File: src/rtl/core/lgrs_pkg.sv
// ----------------------------------------------------------------------------
// lgrs_pkg
// Shared types and constants of the life generation row stepper.
// ----------------------------------------------------------------------------
`default_nettype none

package lgrs_pkg;

  // Width of the row on the stream ports.
  localparam int unsigned ROW_W  = 64;
  // Width of the column count register.
  localparam int unsigned COLS_W = 7;

  // Column count after reset and the smallest usable column count.
  localparam logic [COLS_W-1:0] COLS_RESET = 7'd64;
  localparam logic [COLS_W-1:0] COLS_MIN   = 7'd3;

  // How many rows of the current grid have been taken, saturating at two.
  localparam logic [1:0] SEEN_NONE = 2'd0;
  localparam logic [1:0] SEEN_ONE  = 2'd1;
  localparam logic [1:0] SEEN_TWO  = 2'd2;

  // One result word.
  typedef struct packed {
    logic [ROW_W-1:0] next_row;
    logic             last_of_run;
    logic             grid_done;
  } res_t;

  // Up to two result words pushed into the output queue in one cycle.
  typedef struct packed {
    logic [1:0] cnt;
    res_t       r0;
    res_t       r1;
  } push_t;

endpackage

`default_nettype wire

File: src/rtl/core/lgrs_evolve.sv
// ----------------------------------------------------------------------------
// lgrs_evolve
// One generation step of a row: a neighbor count and the B3/S23 rule per lane.
// ----------------------------------------------------------------------------
`default_nettype none

module lgrs_evolve #(
  parameter int unsigned W = 64
) (
  input  wire logic [W-1:0]                above,
  input  wire logic [W-1:0]                mid,
  input  wire logic [W-1:0]                below,
  input  wire logic [lgrs_pkg::COLS_W-1:0] cols,
  output logic      [W-1:0]                next_row
);
  import lgrs_pkg::*;

  // Rows padded with a dead cell on each side so every lane sees three taps.
  logic [W+1:0] ab_x;
  logic [W+1:0] md_x;
  logic [W+1:0] bl_x;

  assign ab_x = {1'b0, above, 1'b0};
  assign md_x = {1'b0, mid,   1'b0};
  assign bl_x = {1'b0, below, 1'b0};

  // Each lane counts its eight neighbors and applies the rule when interior.
  for (genvar c = 0; c < W; c++) begin : g_lane
    logic [3:0] nbr;
    logic       inner;

    assign nbr = 4'(ab_x[c]) + 4'(ab_x[c+1]) + 4'(ab_x[c+2])
               + 4'(md_x[c]) + 4'(md_x[c+2])
               + 4'(bl_x[c]) + 4'(bl_x[c+1]) + 4'(bl_x[c+2]);

    assign inner = (c >= 1) && (COLS_W'(c + 1) < cols);

    always_comb begin
      if (!inner) begin
        next_row[c] = mid[c];
      end else if (nbr == 4'd3) begin
        next_row[c] = 1'b1;
      end else if (nbr == 4'd2) begin
        next_row[c] = mid[c];
      end else begin
        next_row[c] = 1'b0;
      end
    end
  end

endmodule

`default_nettype wire

File: src/rtl/core/lgrs_out_queue.sv
// ----------------------------------------------------------------------------
// lgrs_out_queue
// Two-entry result queue: takes up to two words a cycle, hands out one.
// ----------------------------------------------------------------------------
`default_nettype none

module lgrs_out_queue (
  input  wire logic            clk,
  input  wire logic            rst_n,
  input  wire lgrs_pkg::push_t push,
  output logic [1:0]           space,
  output lgrs_pkg::res_t       head,
  output logic                 head_valid,
  input  wire logic            head_ready
);
  import lgrs_pkg::*;

  res_t       q_r [2];
  res_t       q_nxt [2];
  logic [1:0] cnt_r;
  logic [1:0] cnt_nxt;
  logic [1:0] cnt_a;
  logic       pop;

  assign head_valid = (cnt_r != 2'd0);
  assign head       = q_r[0];
  assign pop        = head_valid && head_ready;

  // Room left for new words once this cycle's pop is counted.
  assign space = 2'd2 - cnt_r + 2'(pop);

  // Shift out the popped word, then append the pushed words behind the rest.
  always_comb begin
    cnt_a = cnt_r - 2'(pop);
    if (pop) begin
      q_nxt[0] = q_r[1];
    end else begin
      q_nxt[0] = q_r[0];
    end
    q_nxt[1] = q_r[1];
    case (cnt_a)
      2'd0: begin
        if (push.cnt != 2'd0) begin
          q_nxt[0] = push.r0;
        end
        if (push.cnt == 2'd2) begin
          q_nxt[1] = push.r1;
        end
      end
      2'd1: begin
        if (push.cnt != 2'd0) begin
          q_nxt[1] = push.r0;
        end
      end
      default: begin
      end
    endcase
    cnt_nxt = cnt_a + push.cnt;
  end

  always_ff @(posedge clk) begin
    if (!rst_n) begin
      cnt_r <= 2'd0;
    end else begin
      cnt_r <= cnt_nxt;
    end
  end

  always_ff @(posedge clk) begin
    q_r[0] <= q_nxt[0];
    q_r[1] <= q_nxt[1];
  end

endmodule

`default_nettype wire

File: src/rtl/core/life_generation_row_stepper_core.sv
// ----------------------------------------------------------------------------
// life_generation_row_stepper_core
// Streams a life grid row by row and returns the next generation, one row
// behind the input, with border rows and columns passed through unchanged.
// ----------------------------------------------------------------------------
//
//  Channel | Direction | Words                       | Handshake
//  --------+-----------+-----------------------------+----------------------
//  in_     | input     | grid row, tlast = last row  | tvalid / tready
//  out_    | output    | next row, tlast, tuser      | tvalid / tready
//  cfg_    | input     | column count (7 bits)       | cfg_wr_en, no wait
//
// An accepted row is held in the input register, where the neighbor count
// and rule are evaluated, and is then written into a two-entry result queue.
// One row is taken every cycle while the queue has room for its results; a
// grid's final row makes two result words, one in a one-row grid; the queue
// absorbs the extra word. Reset clears the row count, the queue and the input
// register's valid flag, and sets the column count to 64. A stalled output
// stops the input register once the queue has no room for the words the waiting row makes.
// ----------------------------------------------------------------------------
`default_nettype none

module life_generation_row_stepper_core #(
  parameter int unsigned MAX_COLUMNS = 64
) (
  input  wire logic                         clk,
  input  wire logic                         rst_n,
  // Input stream. tdata: row_cells [63:0]. tlast: last_row.
  input  wire logic                         in_tvalid,
  output logic                              in_tready,
  input  wire logic [lgrs_pkg::ROW_W-1:0]   in_tdata,
  input  wire logic                         in_tlast,
  // Result stream. tdata: next_row [63:0]. tlast: last_of_run. tuser: grid_done.
  output logic                              out_tvalid,
  input  wire logic                         out_tready,
  output logic      [lgrs_pkg::ROW_W-1:0]   out_tdata,
  output logic                              out_tlast,
  output logic                              out_tuser,
  // Column count register.
  input  wire logic                         cfg_wr_en,
  input  wire logic [lgrs_pkg::COLS_W-1:0]  cfg_wr_data
);
  import lgrs_pkg::*;

  localparam int unsigned        W        = MAX_COLUMNS;
  localparam logic [COLS_W-1:0]  COLS_MAX = COLS_W'(MAX_COLUMNS);

  // Configuration and derived column mask.
  logic [COLS_W-1:0] cols_r;
  logic [COLS_W-1:0] cols_eff;
  logic [W-1:0]      col_mask;

  // Input register.
  logic              stg_v_r;
  logic [W-1:0]      stg_row_r;
  logic              stg_last_r;
  logic              stg_fire;
  logic              in_fire;

  // Row history.
  logic [W-1:0]      older_r;
  logic [W-1:0]      older_nxt;
  logic [W-1:0]      middle_r;
  logic [W-1:0]      middle_nxt;
  logic [1:0]        seen_r;
  logic [1:0]        seen_nxt;

  logic [W-1:0]      older_m;
  logic [W-1:0]      middle_m;
  logic [W-1:0]      evolved;

  push_t             push_want;
  push_t             push;
  logic [1:0]        space;
  res_t              head;

  // Column count register.
  always_ff @(posedge clk) begin
    if (!rst_n) begin
      cols_r <= COLS_RESET;
    end else if (cfg_wr_en) begin
      cols_r <= cfg_wr_data;
    end
  end

  // Clamp the column count to the usable range.
  always_comb begin
    if (cols_r < COLS_MIN) begin
      cols_eff = COLS_MIN;
    end else if (cols_r > COLS_MAX) begin
      cols_eff = COLS_MAX;
    end else begin
      cols_eff = cols_r;
    end
  end

  for (genvar c = 0; c < W; c++) begin : g_mask
    assign col_mask[c] = (COLS_W'(c) < cols_eff);
  end

  // Input register: holds one row until the queue has room for its results.
  assign in_tready = !stg_v_r || stg_fire;
  assign in_fire   = in_tvalid && in_tready;

  always_ff @(posedge clk) begin
    if (!rst_n) begin
      stg_v_r <= 1'b0;
    end else if (in_tready) begin
      stg_v_r <= in_tvalid;
    end
  end

  always_ff @(posedge clk) begin
    if (in_fire) begin
      stg_row_r  <= in_tdata[W-1:0];
      stg_last_r <= in_tlast;
    end
  end

  // Stored rows are masked again in case the column count has shrunk.
  assign older_m  = older_r & col_mask;
  assign middle_m = middle_r & col_mask;

  lgrs_evolve #(
    .W (W)
  ) u_evolve (
    .above    (older_m),
    .mid      (middle_m),
    .below    (stg_row_r & col_mask),
    .cols     (cols_eff),
    .next_row (evolved)
  );

  // Results of the waiting row and the history it leaves behind.
  always_comb begin
    push_want.cnt = 2'd0;
    push_want.r0  = '0;
    push_want.r1  = '0;
    older_nxt     = older_r;
    middle_nxt    = middle_r;
    seen_nxt      = seen_r;
    case (seen_r)
      SEEN_NONE: begin
        if (stg_last_r) begin
          push_want.cnt            = 2'd1;
          push_want.r0.next_row    = ROW_W'(stg_row_r & col_mask);
          push_want.r0.last_of_run = 1'b1;
          push_want.r0.grid_done   = 1'b1;
        end else begin
          middle_nxt = stg_row_r & col_mask;
          seen_nxt   = SEEN_ONE;
        end
      end
      SEEN_ONE, SEEN_TWO: begin
        if (seen_r == SEEN_ONE) begin
          push_want.r0.next_row = ROW_W'(middle_m);
        end else begin
          push_want.r0.next_row = ROW_W'(evolved & col_mask);
        end
        push_want.r0.last_of_run = !stg_last_r;
        push_want.r0.grid_done   = 1'b0;
        if (stg_last_r) begin
          push_want.cnt            = 2'd2;
          push_want.r1.next_row    = ROW_W'(stg_row_r & col_mask);
          push_want.r1.last_of_run = 1'b1;
          push_want.r1.grid_done   = 1'b1;
          seen_nxt                 = SEEN_NONE;
        end else begin
          push_want.cnt = 2'd1;
          older_nxt     = middle_r;
          middle_nxt    = stg_row_r & col_mask;
          seen_nxt      = SEEN_TWO;
        end
      end
      default: begin
        seen_nxt = SEEN_NONE;
      end
    endcase
  end

  // The row moves on only when the queue can take every word it makes.
  assign stg_fire = stg_v_r && (push_want.cnt <= space);

  always_comb begin
    push = push_want;
    if (!stg_fire) begin
      push.cnt = 2'd0;
    end
  end

  always_ff @(posedge clk) begin
    if (!rst_n) begin
      seen_r <= SEEN_NONE;
    end else if (stg_fire) begin
      seen_r <= seen_nxt;
    end
  end

  always_ff @(posedge clk) begin
    if (stg_fire) begin
      older_r  <= older_nxt;
      middle_r <= middle_nxt;
    end
  end

  lgrs_out_queue u_queue (
    .clk        (clk),
    .rst_n      (rst_n),
    .push       (push),
    .space      (space),
    .head       (head),
    .head_valid (out_tvalid),
    .head_ready (out_tready)
  );

  assign out_tdata = head.next_row;
  assign out_tlast = head.last_of_run;
  assign out_tuser = head.grid_done;

endmodule

`default_nettype wire
File: config.mk
export PLATFORM = sky130hd
export DESIGN_NAME = life_generation_row_stepper_core
export DESIGN_NICKNAME = d
export VERILOG_FILES = /design/src/rtl/core/lgrs_pkg.sv /design/src/rtl/core/lgrs_evolve.sv /design/src/rtl/core/lgrs_out_queue.sv /design/src/rtl/core/life_generation_row_stepper_core.sv
export SDC_FILE = /design/constraint.sdc
export NUM_CORES = 1
export LEC_CHECK = 0
export BUFFER_PORTS_ARGS = -buffer_cell sky130_fd_sc_hd__buf_2
export CAP_MARGIN = 0
export CORE_ASPECT_RATIO = 2
export CORE_MARGIN = 2
export CORE_UTILIZATION = 64
export CTS_CLUSTER_DIAMETER = 40
export DETAILED_ROUTE_END_ITERATION = 8
export PLACE_DENSITY = 0.94
export SLEW_MARGIN = 20
export SYNTH_ARGS = -nofsm -noshare
export SYNTH_HDL_FRONTEND = slang
export SYNTH_HIERARCHICAL = 1
export SYNTH_SLANG_ARGS = --single-unit
File: constraint.sdc
create_clock -name clk -period 11.3 [get_ports clk]
set_input_delay 2.26 -clock clk [delete_from_list [all_inputs] [get_ports clk]]
set_output_delay 2.26 -clock clk [all_outputs]
set_load 0.005 [all_outputs]
==> qor.csv, run 1 <==
stage,metric,value,unit
worst_hold_path,worst hold path cell count,0,
setup_path,critical path launch point type,primary input,
status,result of the run,"complete, no violations",
timing,final setup fails,0,
cells_and_area,Sequential Area,0.00934,mm2
setup_path,critical path type,primary input to primary output,
timing,final critical-path required period,6.62,ns
cells_and_area,Fillers,3124,
clock_tree,maximum count of clock buffers along a single path,3,
clock_tree,clock insertion delay at the later pin of the skew report,0.59,ns
setup_path,Worst R2R Setup Slack,5.01,ns
logic_synthesis,flip-flop cell with the highest count after synthesis,edfxtp_1,
setup_path,worst flop-to-flop path endpoint,u_queue/q_r[0][104],
detailed_routing,detailed-route DRC error count,0,
detailed_routing,total number of vias,21509,
logic_synthesis,top area cells in the synthesized netlist,"edfxtp_1 (27%), fa_1 (17%), mux2_2 (9.0%)",
global_route,wire length of the first global-routing pass,127000,um
logic_synthesis,synthesized-area fraction occupied by xor and xnor cells,0.0600,%
logic_synthesis,"basic-gate share of the synthesized area counting and, or, nand and nor cells",12.9,%
cells_and_area,post-route core utilization,69.3,%
setup_path,worst path required time,9.04,ns
setup_path,arrival time at the worst endpoint,4.36,ns
placed_design,total placed instance area,0.0298,mm2
clock_tree,number of instances resized during post-cts repair,0,
setup_path,worst-path fanout max,31,
cells_and_area,area of the multi-input gates,0.0171,mm2
timing,RSZ-0062 raised after global routing,false,
global_route,Global Route Usage Sum,35.1,%
power_and_ir_drop,worst voltage drop across the vdd grid,0.153,mV
job,maxcap violations,0,
logic_synthesis,synthesized-area fraction occupied by adder cells,25.5,%
logic_synthesis,flip-flop and latch count after synthesis,337,
power_and_ir_drop,Static Leak,14.2,nW
placed_design,total half-perimeter wirelength after legalization and detailed placement,58100,um
placed_design,placer's final routability congestion estimate,0.984,
logic_synthesis,main combinational cell family by area after synthesis,adder cells,
cells_and_area,final-stage net count,3247,
timing,hold violation count in the final report,0,
worst_hold_path,class of the tightest hold or removal check,flip-flop to flip-flop,
logic_synthesis,number of enable-type register cells in the synthesized netlist,259,
timing,slew of the pin with the lowest slew margin,1.19,ns
clock_tree,clock tree from TritonCTS,built,
die,effective utilization at floorplan,64.8,%
detailed_routing,Detailed Route WL,82500,um
placed_design,Port Buf Inserts,144,
cells_and_area,cell area after layout,0.0312,mm2
logic_synthesis,share of flip-flops with an asynchronous set or reset,0,%
timing,worst max-slew margin expressed relative to the limit,19.9,%
clock_tree,hold bufs inserted after CTS,0,
clock_tree,root buf cell,clkbuf_16,
timing,final worst path period share,58.6,%
logic_synthesis,share of synthesized area spent on multiplexers,10.8,%
global_route,total global routing overflow,0,
global_route,initial antenna violation count,1,
clock_tree,Sinks on Clock Net,337,
clock_tree,number of levels in the clock H-tree,2,
setup_path,r2r worst-path depth,19,
logic_synthesis,area of the mapped netlist,0.0292,mm2
logic_synthesis,top-area cell type share of the netlist area,26.7,%
setup_path,kind of capture point of the worst setup path,primary output,
die,placeable core region,0.0450,mm2
logic_synthesis,Synth Area in Compound Gates,9.10,%
cells_and_area,layout cell share with drive strength beyond 1,20.3,%
detailed_routing,mean routed wirelength per cell,24.8,um
logic_synthesis,Post-Syn Instances,2695,
timing,Clock Skews,0.0362,ns
die,y dimension of the die,306,um
timing,max-slew violation total from the final report,0,
power_and_ir_drop,power density over the cells,202,mW/mm2
clock_tree,count of buffers added by post-CTS timing repair for setup,0,
global_route,vias in the first global route,23902,
setup_path,capturing instance or port of the critical path,in_tready,
setup_path,crit path from,out_tready,
logic_synthesis,yosys warns,6,
logic_synthesis,sequential share of the synthesized area,32.0,%
timing,Total Negative Setup Slacks,0,ns
die,placement row count,110,
detailed_routing,antenna violation net count after detailed routing,0,
global_route,pin count of the biggest net entering global routing,78,
clock_tree,number of clock buffers inserted by TritonCTS,42,
logic_synthesis,mean instance size in the synthesized netlist,10.8,um2
placed_design,cell total after placement,3242,
setup_path,source of the worst register-to-register timing path,cols_r[6],
logic_synthesis,Yosys cell types,79,
detailed_routing,vias per std cell,6.48,
logic_synthesis,leading area contributor after synthesis,edfxtp_1,
die,IO Pins,145,
die,die area,0.0474,mm2
logic_synthesis,Post-Synthesis Net Count,3216,
cells_and_area,synthesis-to-finish area growth,6.94,%
detailed_routing,First DRT Iteration DRCs,1737,
detailed_routing,first drt pass iteration count,6,
cells_and_area,number of non-filler instances in the completed layout,3320,
timing,Max Clk Rate,151,MHz
clock_tree,"Reg clk slew, reported paths",0.07,ns
die,die span in x,155,um
==> logic make-up (layout without fill, tap and decap cells) <==
| kind of cell | after synthesis | after routing |
|---|---|---|
| buffers and inverters | 640 | 704 |
| and+or+nand+nor | 626 | 626 |
| adders and majority gates | 444 | 444 |
| AOI/OAI and AO/OA | 376 | 376 |
| DFF | 337 | 337 |
| muxes | 270 | 270 |
| xor gates and xnor gates | 2 | 2 |
| other | 0 | 1 |
==> metrics by stage <==
stage	total power (W)	worst slack [ns]	hold WS (ns)
floorplan	0.00410	2.66	0.435
global placement	0.00457	4.69	0.441
detailed placement	0.00481	4.65	0.452
CTS	0.00626	4.64	0.460
global route	0.00669	4.44	0.478
finish	0.00632	4.68	0.455
==> area by class of cell <==
class	count	area share, %
clock inverters	28	0.983
repair buffers	171	2.98
well taps	560	2.25
clock buffers	49	3.59
multi-input cells	1718	54.8
inverters	456	5.49
diodes	1	0.00802
flip-flops and latches	337	29.9
==> layout by cell type, fill, tap and decap left out, drive strengths merged, types with 33 or more instances in the layout <==
cell    instances
ha            194
nand2          81
o21ai          33
buf           171
nor2          102
and2          109
edfxtp        259
inv           465
a22oi          85
dfxtp          78
fa            250
nor3b          40
nor2b         129
mux2          262
a21oi         108
clkbuf         49
==> state kept, by name, summed over array words and instances, names as in the netlist <==
register and cells:
stg_v_r 1, seen_r 2, older_r 64, u_queue/cnt_r 2, middle_r 64, u_queue/q_r 132, stg_last_r 1, stg_row_r 64
cols_r 7
==> cell usage after synthesis, types with 6 or more instances <==
library cell and count:
inv_1 456, edfxtp_1 259, fa_1 250, mux2_2 233, ha_1 194, nor2b_1 129
and2_1 108, a21oi_1 97, nor2_1 97, a22oi_1 85, nand2_1 81, buf_4 79
dfxtp_1 78, buf_2 64, nor3b_1 40, clkbuf_1 35, and4b_1 31, nand4b_1 31
and3_1 30, o21ai_0 30, mux2_4 29, a21o_1 20, o32a_1 19, a21boi_0 18
nand3_1 16, a31oi_1 14, or2_2 11, a21oi_2 10, a32oi_1 10, or3_1 10
a2bb2oi_1 9, o211ai_1 9, mux2i_1 8, o211a_1 7, or4_1 7, a211oi_1 6
buf_6 6, o21a_1 6
==> critical path, stage by stage <==
cell	delay [ns]
buf_2	0.13
o21ai_4	0.05
buf_4	0.46
ha_1	0.27
xnor2_1	0.13
inv_1	0.08
ha_1	0.31
nor2b_1	0.19
a2bb2oi_1	0.22
nand2_1	0.10
buf_2	0.14
==> where the power goes <==
group | leakage (nW) | switching (W) | total, W | internal, W
combinational | 10.5 | 0.00169 | 0.00320 | 0.00151
clock | 0.688 | 0.000610 | 0.00141 | 0.000799
sequential | 3.07 | 0.000126 | 0.00170 | 0.00158
total | 14.2 | 0.00243 | 0.00632 | 0.00388
==> routing by layer <==
layer / GRT usage, % / vias to the layer above / share of wire (%)
met1: 35.7 / 10533 / 32
met5: 0 / - / 0
met4: 31.0 / 0 / 10
li1: - / 9232 / -
met3: 6.23 / 473 / 7.8
met2: 60.9 / 1271 / 50
==> how the worst min path moves through the flow <==
stage,slack (ns),from,endpoint
after floorplan,0.44,middle_r[10],older_r[10]
after global placement,0.44,middle_r[53],older_r[53]
after detailed placement,0.45,middle_r[55],older_r[55]
after CTS,0.46,middle_r[58],older_r[58]
after global routing,0.48,middle_r[58],older_r[58]
final,0.45,middle_r[58],older_r[58]
(Power assumes the default switching activity.)
==> inputs of run 2 (changes only) <==
- clock period: 11.3 -> 6.3 ns (I/O delays scaled with it)
==> run 2 against run 1 <==
Compared with the run above: clock skew fell by 0.013 ns; total power grew 82%; highest routed layer unchanged; critical path depth grew 7; cell count up 0.66%; flip-flop and latch count did not move; routed wire length is 1.8% higher; clock power up 85%; non-clock buffer count up 23; critical path type is now flip-flop to flip-flop; combinational power grew 82%.
==> qor.csv, run 2 (synthesis results as in run 1) <==
stage,metric,value,unit,change
status,result of the run,"complete, no violations",,unchanged
timing,Total Negative Setup Slacks,0,ns,unchanged
clock_tree,maximum count of clock buffers along a single path,3,,unchanged
timing,final worst path period share,94.0,%,
cells_and_area,number of non-filler instances in the completed layout,3342,,was 3320
cells_and_area,count of inserted antenna diode cells,0,,was 1
timing,RSZ-0062 raised after global routing,false,,unchanged
detailed_routing,first drt pass iteration count,7,,was 6
timing,slew of the pin with the lowest slew margin,1.23,ns,was 1.19 ns
clock_tree,number of clock buffers inserted by TritonCTS,42,,unchanged
die,die span in x,155,um,unchanged
timing,worst max-slew margin expressed relative to the limit,17.5,%,was 19.9%
clock_tree,hold bufs inserted after CTS,0,,unchanged
timing,final setup fails,0,,unchanged
cells_and_area,"leading cell type in the layout, fill and taps excluded",inv_1,,unchanged
setup_path,most repeated library cell on the critical path,fa_1,,
clock_tree,number of levels in the clock H-tree,2,,unchanged
detailed_routing,Detailed Route WL,83900,um,was 82500 um
placed_design,total half-perimeter wirelength after legalization and detailed placement,60300,um,was 58100 um
timing,Clock Skews,0.0234,ns,was 0.0362 ns
setup_path,worst-path fanout max,14,,was 31
clock_tree,Sinks on Clock Net,337,,unchanged
power_and_ir_drop,Static Leak,14.4,nW,was 14.2 nW
power_and_ir_drop,power density over the cells,365,mW/mm2,was 202 mW/mm2
timing,max-slew violation total from the final report,0,,unchanged
setup_path,kind of capture point of the worst setup path,flip-flop,,was primary output
die,die area,0.0474,mm2,unchanged
die,y dimension of the die,306,um,unchanged
setup_path,critical path launch point type,flip-flop,,was primary input
setup_path,CP max stage cell,dfxtp_1,,was buf_4
job,maxcap violations,0,,unchanged
setup_path,cells traversed along the worst timing path,buf_4 > and3_1 > a31oi_1 > nor2b_1 > inv_1 > fa_1 > fa_1 > fa_1 > inv_1 > ha_1 > fa_1 > and4b_1 > a22oi_1 > a211oi_1 > mux2_2 > a22oi_1 > nor2_1 > mux2_2,,was buf_2 > o21ai_4 > buf_4 > ha_1 > xnor2_1 > inv_1 > ha_1 > nor2b_1 > a2bb2oi_1 > nand2_1 > buf_2
timing,hold violation count in the final report,0,,unchanged
detailed_routing,mean routed wirelength per cell,25.1,um,was 24.8 um
cells_and_area,final-stage net count,3270,,was 3247
power_and_ir_drop,worst voltage drop across the vdd grid,0.302,mV,was 0.153 mV
setup_path,critical path type,flip-flop to flip-flop,,was primary input to primary output
global_route,initial antenna violation count,1,,unchanged
detailed_routing,First DRT Iteration DRCs,1644,,was 1737
global_route,Global Route Usage Sum,35.6,%,was 35.1%
detailed_routing,detailed-route DRC error count,0,,unchanged
die,placeable core region,0.0450,mm2,unchanged
clock_tree,clock tree from TritonCTS,built,,unchanged
clock_tree,clock insertion delay at the later pin of the skew report,0.57,ns,was 0.59 ns
global_route,total global routing overflow,0,,unchanged
timing,Max Clk Rate,169,MHz,
detailed_routing,vias per std cell,6.51,,was 6.48
cells_and_area,synthesis-to-finish area growth,7.84,%,was 6.94%
timing,final critical-path required period,5.92,ns,
placed_design,placer's final routability congestion estimate,0.951,,was 0.984
cells_and_area,layout cell share with drive strength beyond 1,21.0,%,was 20.3%
clock_tree,count of buffers added by post-CTS timing repair for setup,0,,unchanged
clock_tree,"Reg clk slew, reported paths",0.07,ns,about the same
global_route,vias in the first global route,24340,,was 23902
setup_path,worst path required time,6.62,ns,was 9.04 ns
cells_and_area,Fillers,3092,,was 3124
placed_design,cell total after placement,3264,,was 3242
die,IO Pins,145,,unchanged
worst_hold_path,class of the tightest hold or removal check,flip-flop to flip-flop,,unchanged
placed_design,Port Buf Inserts,144,,unchanged
cells_and_area,"Most flops, register",u_queue/q_r,,unchanged
die,placement row count,110,,unchanged
die,effective utilization at floorplan,64.8,%,unchanged
clock_tree,number of instances resized during post-cts repair,0,,unchanged
global_route,pin count of the biggest net entering global routing,54,,was 78
cells_and_area,most used cells in the layout excluding fill and tap cells,"inv_1 (456), edfxtp_1 (259), fa_1 (250)",,"was inv_1 (455), edfxtp_1 (259), fa_1 (250)"
cells_and_area,max reg flops,132,,unchanged
detailed_routing,antenna violation net count after detailed routing,0,,unchanged
detailed_routing,total number of vias,21758,,was 21509
clock_tree,root buf cell,clkbuf_16,,unchanged
global_route,wire length of the first global-routing pass,130000,um,was 127000 um
setup_path,critical path's largest stage delay,0.62,ns,was 0.46 ns
setup_path,arrival time at the worst endpoint,6.23,ns,was 4.36 ns
[run 2: cell types whose count changed in the layout (fill, tap and decap cells not counted), moves of 2 or more]
cell,delta
clkinv_4,-2
buf_6,-2
buf_12,+3
inv_6,+2
clkinv_2,-3
clkinvlp_4,-3
buf_4,+21
bufinv_16,+2
inv_8,+4
[run 2: area by class of cell]
cell class / instances / area (um2) / area share [%]
Multi-Input combinational cell: 1718 / 17100 / 54.3
Sequential cell: 337 / 9340 / 29.7
Inverter: 456 / 1710 / 5.44
Timing Repair Buffer: 194 / 1140 / 3.63
Clock buffer: 48 / 1100 / 3.51
Tap cell: 560 / 701 / 2.23
Clock inverter: 29 / 365 / 1.16
[run 2: worst paths after layout]
kind / start / to / slack, ns / cells past startpoint
setup reg to reg: cols_r[5] / u_queue/q_r[0][129] / 0.38 / 18
hold reg to reg: middle_r[14] / older_r[14] / 0.46 / 0
setup / recovery: cols_r[5] / u_queue/q_r[0][129] / 0.38 / 18
hold / removal: middle_r[14] / older_r[14] / 0.46 / 0
[run 2: where the power goes]
| group | internal [W] | switching, W | leakage (nW) | total, W |
|---|---|---|---|---|
| Sequential | 0.00283 | 0.000225 | 3.07 | 0.00305 |
| Clock | 0.00151 | 0.00110 | 0.718 | 0.00261 |
| Combinational | 0.00275 | 0.00306 | 10.6 | 0.00581 |
| Total | 0.00709 | 0.00438 | 14.4 | 0.0115 |
[run 2: routing by layer]
| layer | GRT usage, % | vias to the layer above | wire length [um] |
|---|---|---|---|
| met1 | 37.3 | 10781 | 27300 |
| li1 | - | 9275 | - |
| met4 | 31.2 | 0 | 8310 |
| met3 | 5.26 | 469 | 5830 |
| met2 | 61.7 | 1233 | 42500 |
| met5 | 0 | - | 0 |
[run 2: per-stage QoR]
stage	worst slack [ns]	instance area, um2	hold slack [ns]	power (W)	util (%)
detailed placement	0.538	30000	0.449	0.00870	66.6
finish	0.381	31500	0.460	0.0115	69.9
global route	0.176	31500	0.471	0.0121	69.9
CTS	0.497	31400	0.463	0.0114	69.9
global placement	0.668	30000	0.441	0.00824	66.6
floorplan	0.364	29200	0.435	0.00734	-
[run 2: critical path, delay by kind of cell, from the launching register on]
kind	cells	cell delay, ns
flops	1	0.62
mux	2	0.57
fa+ha+maj	5	2.27
compound gates	4	0.85
simple gates	4	0.90
buf+inv	3	0.46
==> inputs of run 3 (changes only) <==
- ABC_AREA: default -> 1
- SETUP_SLACK_MARGIN: default -> 0.02
- TNS_END_PERCENT: default -> 100
==> run 3 against run 2 <==
Compared with the run above: clock power down 4%; cell area up 0.25%; register-to-register slack about the same; worst setup slack worse by 0.0020 ns; area after synthesis up 1.3%; sequential power about the same; clock skew down 0.0025 ns; flip-flop and latch count unchanged; utilization down 0.88 points; combinational power up 3%; non-clock buffer count down 24; die area up 1.2%; critical endpoint is now u_queue/q_r[0][127]; highest routed layer unchanged.
==> qor.csv, run 3 <==
stage,metric,value,unit,change
cells_and_area,synthesis-to-finish area growth,6.76,%,was 7.84%
logic_synthesis,mean instance size in the synthesized netlist,8.11,um2,was 10.8 um2
timing,hold violation count in the final report,0,,unchanged
logic_synthesis,Post-Synthesis Net Count,4165,,was 3216
clock_tree,root buf cell,clkbuf_16,,unchanged
die,die span in x,156,um,was 155 um
setup_path,worst path required time,6.64,ns,was 6.62 ns
cells_and_area,Fillers,3364,,was 3092
clock_tree,clock insertion delay at the later pin of the skew report,0.60,ns,was 0.57 ns
logic_synthesis,ranking of synthesized cells by instance count,"nand2_1 (870), inv_1 (726), nand3_1 (262)",,"was inv_1 (456), edfxtp_1 (259), fa_1 (250)"
placed_design,Port Buf Inserts,144,,unchanged
global_route,initial antenna violation count,0,,was 1
placed_design,total half-perimeter wirelength after legalization and detailed placement,63300,um,was 60300 um
placed_design,total placed instance area,0.0301,mm2,was 0.0300 mm2
global_route,Global Route Usage Sum,39.3,%,was 35.6%
logic_synthesis,area of the mapped netlist,0.0295,mm2,was 0.0292 mm2
die,IO Pins,145,,unchanged
timing,worst max-slew margin expressed relative to the limit,26.1,%,was 17.5%
status,result of the run,"complete, no violations",,unchanged
power_and_ir_drop,worst voltage drop across the vdd grid,0.380,mV,was 0.302 mV
logic_synthesis,share of flip-flops with an asynchronous set or reset,0,%,unchanged
logic_synthesis,most frequent cell after synthesis,nand2_1,,was inv_1
detailed_routing,mean routed wirelength per cell,21.9,um,was 25.1 um
timing,Total Negative Setup Slacks,0,ns,unchanged
logic_synthesis,Post-Syn Instances,3644,,was 2695
detailed_routing,total number of vias,26236,,was 21758
setup_path,critical path type,flip-flop to flip-flop,,unchanged
setup_path,worst-path fanout max,15,,was 14
logic_synthesis,leading area contributor after synthesis,edfxtp_1,,unchanged
timing,final setup fails,0,,unchanged
logic_synthesis,flip-flop cell with the highest count after synthesis,edfxtp_1,,unchanged
die,die area,0.0480,mm2,was 0.0474 mm2
global_route,total global routing overflow,0,,unchanged
global_route,pin count of the biggest net entering global routing,71,,was 54
clock_tree,clock tree from TritonCTS,built,,unchanged
timing,final worst path period share,94.0,%,about the same
power_and_ir_drop,power density over the cells,365,mW/mm2,about the same
logic_synthesis,flip-flop and latch count after synthesis,337,,unchanged
die,effective utilization at floorplan,64.6,%,was 64.8%
cells_and_area,count of inserted antenna diode cells,0,,unchanged
clock_tree,number of instances resized during post-cts repair,0,,unchanged
setup_path,kind of capture point of the worst setup path,flip-flop,,unchanged
die,y dimension of the die,308,um,was 306 um
clock_tree,number of clock buffers inserted by TritonCTS,41,,was 42
die,placement row count,111,,was 110
setup_path,critical path launch point type,flip-flop,,unchanged
power_and_ir_drop,Design Power,0.0115,W,about the same
cells_and_area,most used cells in the layout excluding fill and tap cells,"nand2_1 (867), inv_1 (723), nand3_1 (262)",,"was inv_1 (456), edfxtp_1 (259), fa_1 (250)"
die,placeable core region,0.0457,mm2,was 0.0450 mm2
logic_synthesis,top-area cell type share of the netlist area,26.3,%,was 26.7%
logic_synthesis,sequential share of the synthesized area,31.6,%,was 32.0%
timing,final critical-path required period,5.92,ns,about the same
logic_synthesis,number of enable-type register cells in the synthesized netlist,259,,unchanged
cells_and_area,post-route core utilization,69.0,%,was 69.9%
logic_synthesis,Yosys cell types,46,,was 79
cells_and_area,"Most flops, register",u_queue/q_r,,unchanged
cells_and_area,"leading cell type in the layout, fill and taps excluded",nand2_1,,was inv_1
clock_tree,Sinks on Clock Net,337,,unchanged
clock_tree,number of levels in the clock H-tree,2,,unchanged
cells_and_area,cell area after layout,0.0315,mm2,about the same
cells_and_area,layout cell share with drive strength beyond 1,9.05,%,was 21.0%
logic_synthesis,top area cells in the synthesized netlist,"edfxtp_1 (26%), fa_1 (17%), nand2_1 (11%)",,"was edfxtp_1 (27%), fa_1 (17%), mux2_2 (9.0%)"
power_and_ir_drop,Static Leak,16.1,nW,was 14.4 nW
detailed_routing,antenna violation net count after detailed routing,0,,unchanged
cells_and_area,max reg flops,132,,unchanged
timing,Clock Skews,0.0209,ns,was 0.0234 ns
clock_tree,count of buffers added by post-CTS timing repair for setup,0,,unchanged
timing,Max Clk Rate,169,MHz,about the same
detailed_routing,First DRT Iteration DRCs,3216,,was 1644
detailed_routing,vias per std cell,6.17,,was 6.51
worst_hold_path,class of the tightest hold or removal check,flip-flop to flip-flop,,unchanged
clock_tree,hold bufs inserted after CTS,0,,unchanged
job,maxcap violations,0,,unchanged
timing,RSZ-0062 raised after global routing,false,,unchanged
global_route,wire length of the first global-routing pass,143000,um,was 130000 um
setup_path,arrival time at the worst endpoint,6.27,ns,was 6.23 ns
clock_tree,maximum count of clock buffers along a single path,3,,unchanged
placed_design,placer's final routability congestion estimate,1.09,,was 0.951
global_route,vias in the first global route,27496,,was 24340
timing,hold_ws,0.445,ns,was 0.460 ns
detailed_routing,first drt pass iteration count,8,,was 7
cells_and_area,final-stage net count,4178,,was 3270
timing,slew of the pin with the lowest slew margin,1.11,ns,was 1.23 ns
clock_tree,"Reg clk slew, reported paths",0.07,ns,about the same
detailed_routing,Detailed Route WL,93100,um,was 83900 um
detailed_routing,detailed-route DRC error count,0,,unchanged
timing,max-slew violation total from the final report,0,,unchanged
logic_synthesis,yosys warns,6,,unchanged
run 3: changes by cell type in the layout (fill, tap and decap cells not counted), moves of 38 or more:
cell	change
nor2_1	+122
nand4_1	+100
a22oi_1	-80
o21a_1	+38
nand3_1	+246
nand2_1	+786
and2_1	-104
o21ai_0	+93
nor2b_1	-126
nor3b_1	-39
mux2_2	-233
inv_1	+267
run 3: power breakdown:
| group | internal, W | switching (W) | total [W] |
|---|---|---|---|
| clock network | 0.00141 | 0.00110 | 0.00251 |
| registers | 0.00283 | 0.000185 | 0.00302 |
| logic | 0.00215 | 0.00384 | 0.00599 |
run 3: cell families (layout without fill, tap and decap cells):
kind of cell               after synthesis  after routing  synth area share, %
DFF                                    337            337                 31.6
buffers and inverters                  953            998                 13.4
muxes                                    4              4                0.136
xor gates and xnor gates                 4              4                0.119
AOI/OAI and AO/OA                      343            343                 6.79
adders and majority gates              444            444                 25.2
and+or+nand+nor                       1559           1559                 22.8
run 3: worst paths after layout:
kind | end | slack (ns) | from | cells past startpoint
hold reg to reg | older_r[29] | 0.45 | middle_r[29] | 0
setup reg to reg | u_queue/q_r[0][127] | 0.38 | cols_r[6] | 23
hold / removal | older_r[29] | 0.45 | middle_r[29] | 0
setup / recovery | u_queue/q_r[0][127] | 0.38 | cols_r[6] | 23
run 3: layout make-up:
type	instances	area, um2	share of cell area (%)
inverters	753	2830	8.97
clock buffers	45	1050	3.33
clock inverters	30	344	1.09
multi-input cells	2354	16300	51.7
well taps	565	707	2.24
repair buffers	170	953	3.02
flip-flops and latches	337	9340	29.6
run 3: routing by layer:
metal  wire length (um)  part of all wire [%]  global-route usage [%]
met5                  0                     0                       0
met4              10500                    11                    37.1
met3              11800                    13                    9.77
met2              43500                    47                    64.1
met1              27300                    29                    40.9
run 3: stage by stage:
step / cells / worst slack, ns
6_report: 4254 / 0.379
5_1_grt: 4254 / 0.142
4_1_cts: 4254 / 0.543
3_5_place_dp: 4179 / 0.551
3_3_place_gp: 4179 / 0.675
2_1_floorplan: 3644 / 0.521
run 3: worst max-delay path, stage by stage (launching register included):
cell,delay (ns)
dfxtp_1,0.32
buf_4,0.20
nor2_4,0.36
nand2_1,0.16
o21ai_4,0.38
nand2_1,0.28
inv_2,0.23
o21ai_1,0.19
nor2_1,0.19
inv_1,0.11
fa_1,0.59
fa_1,0.45
fa_1,0.51
inv_1,0.05
ha_1,0.21
fa_1,0.39
nand2_1,0.08
nor2_1,0.04
a21oi_1,0.12
o21ai_1,0.08
a31oi_1,0.31
o22ai_1,0.18
nand3_1,0.16
nand2_1,0.07
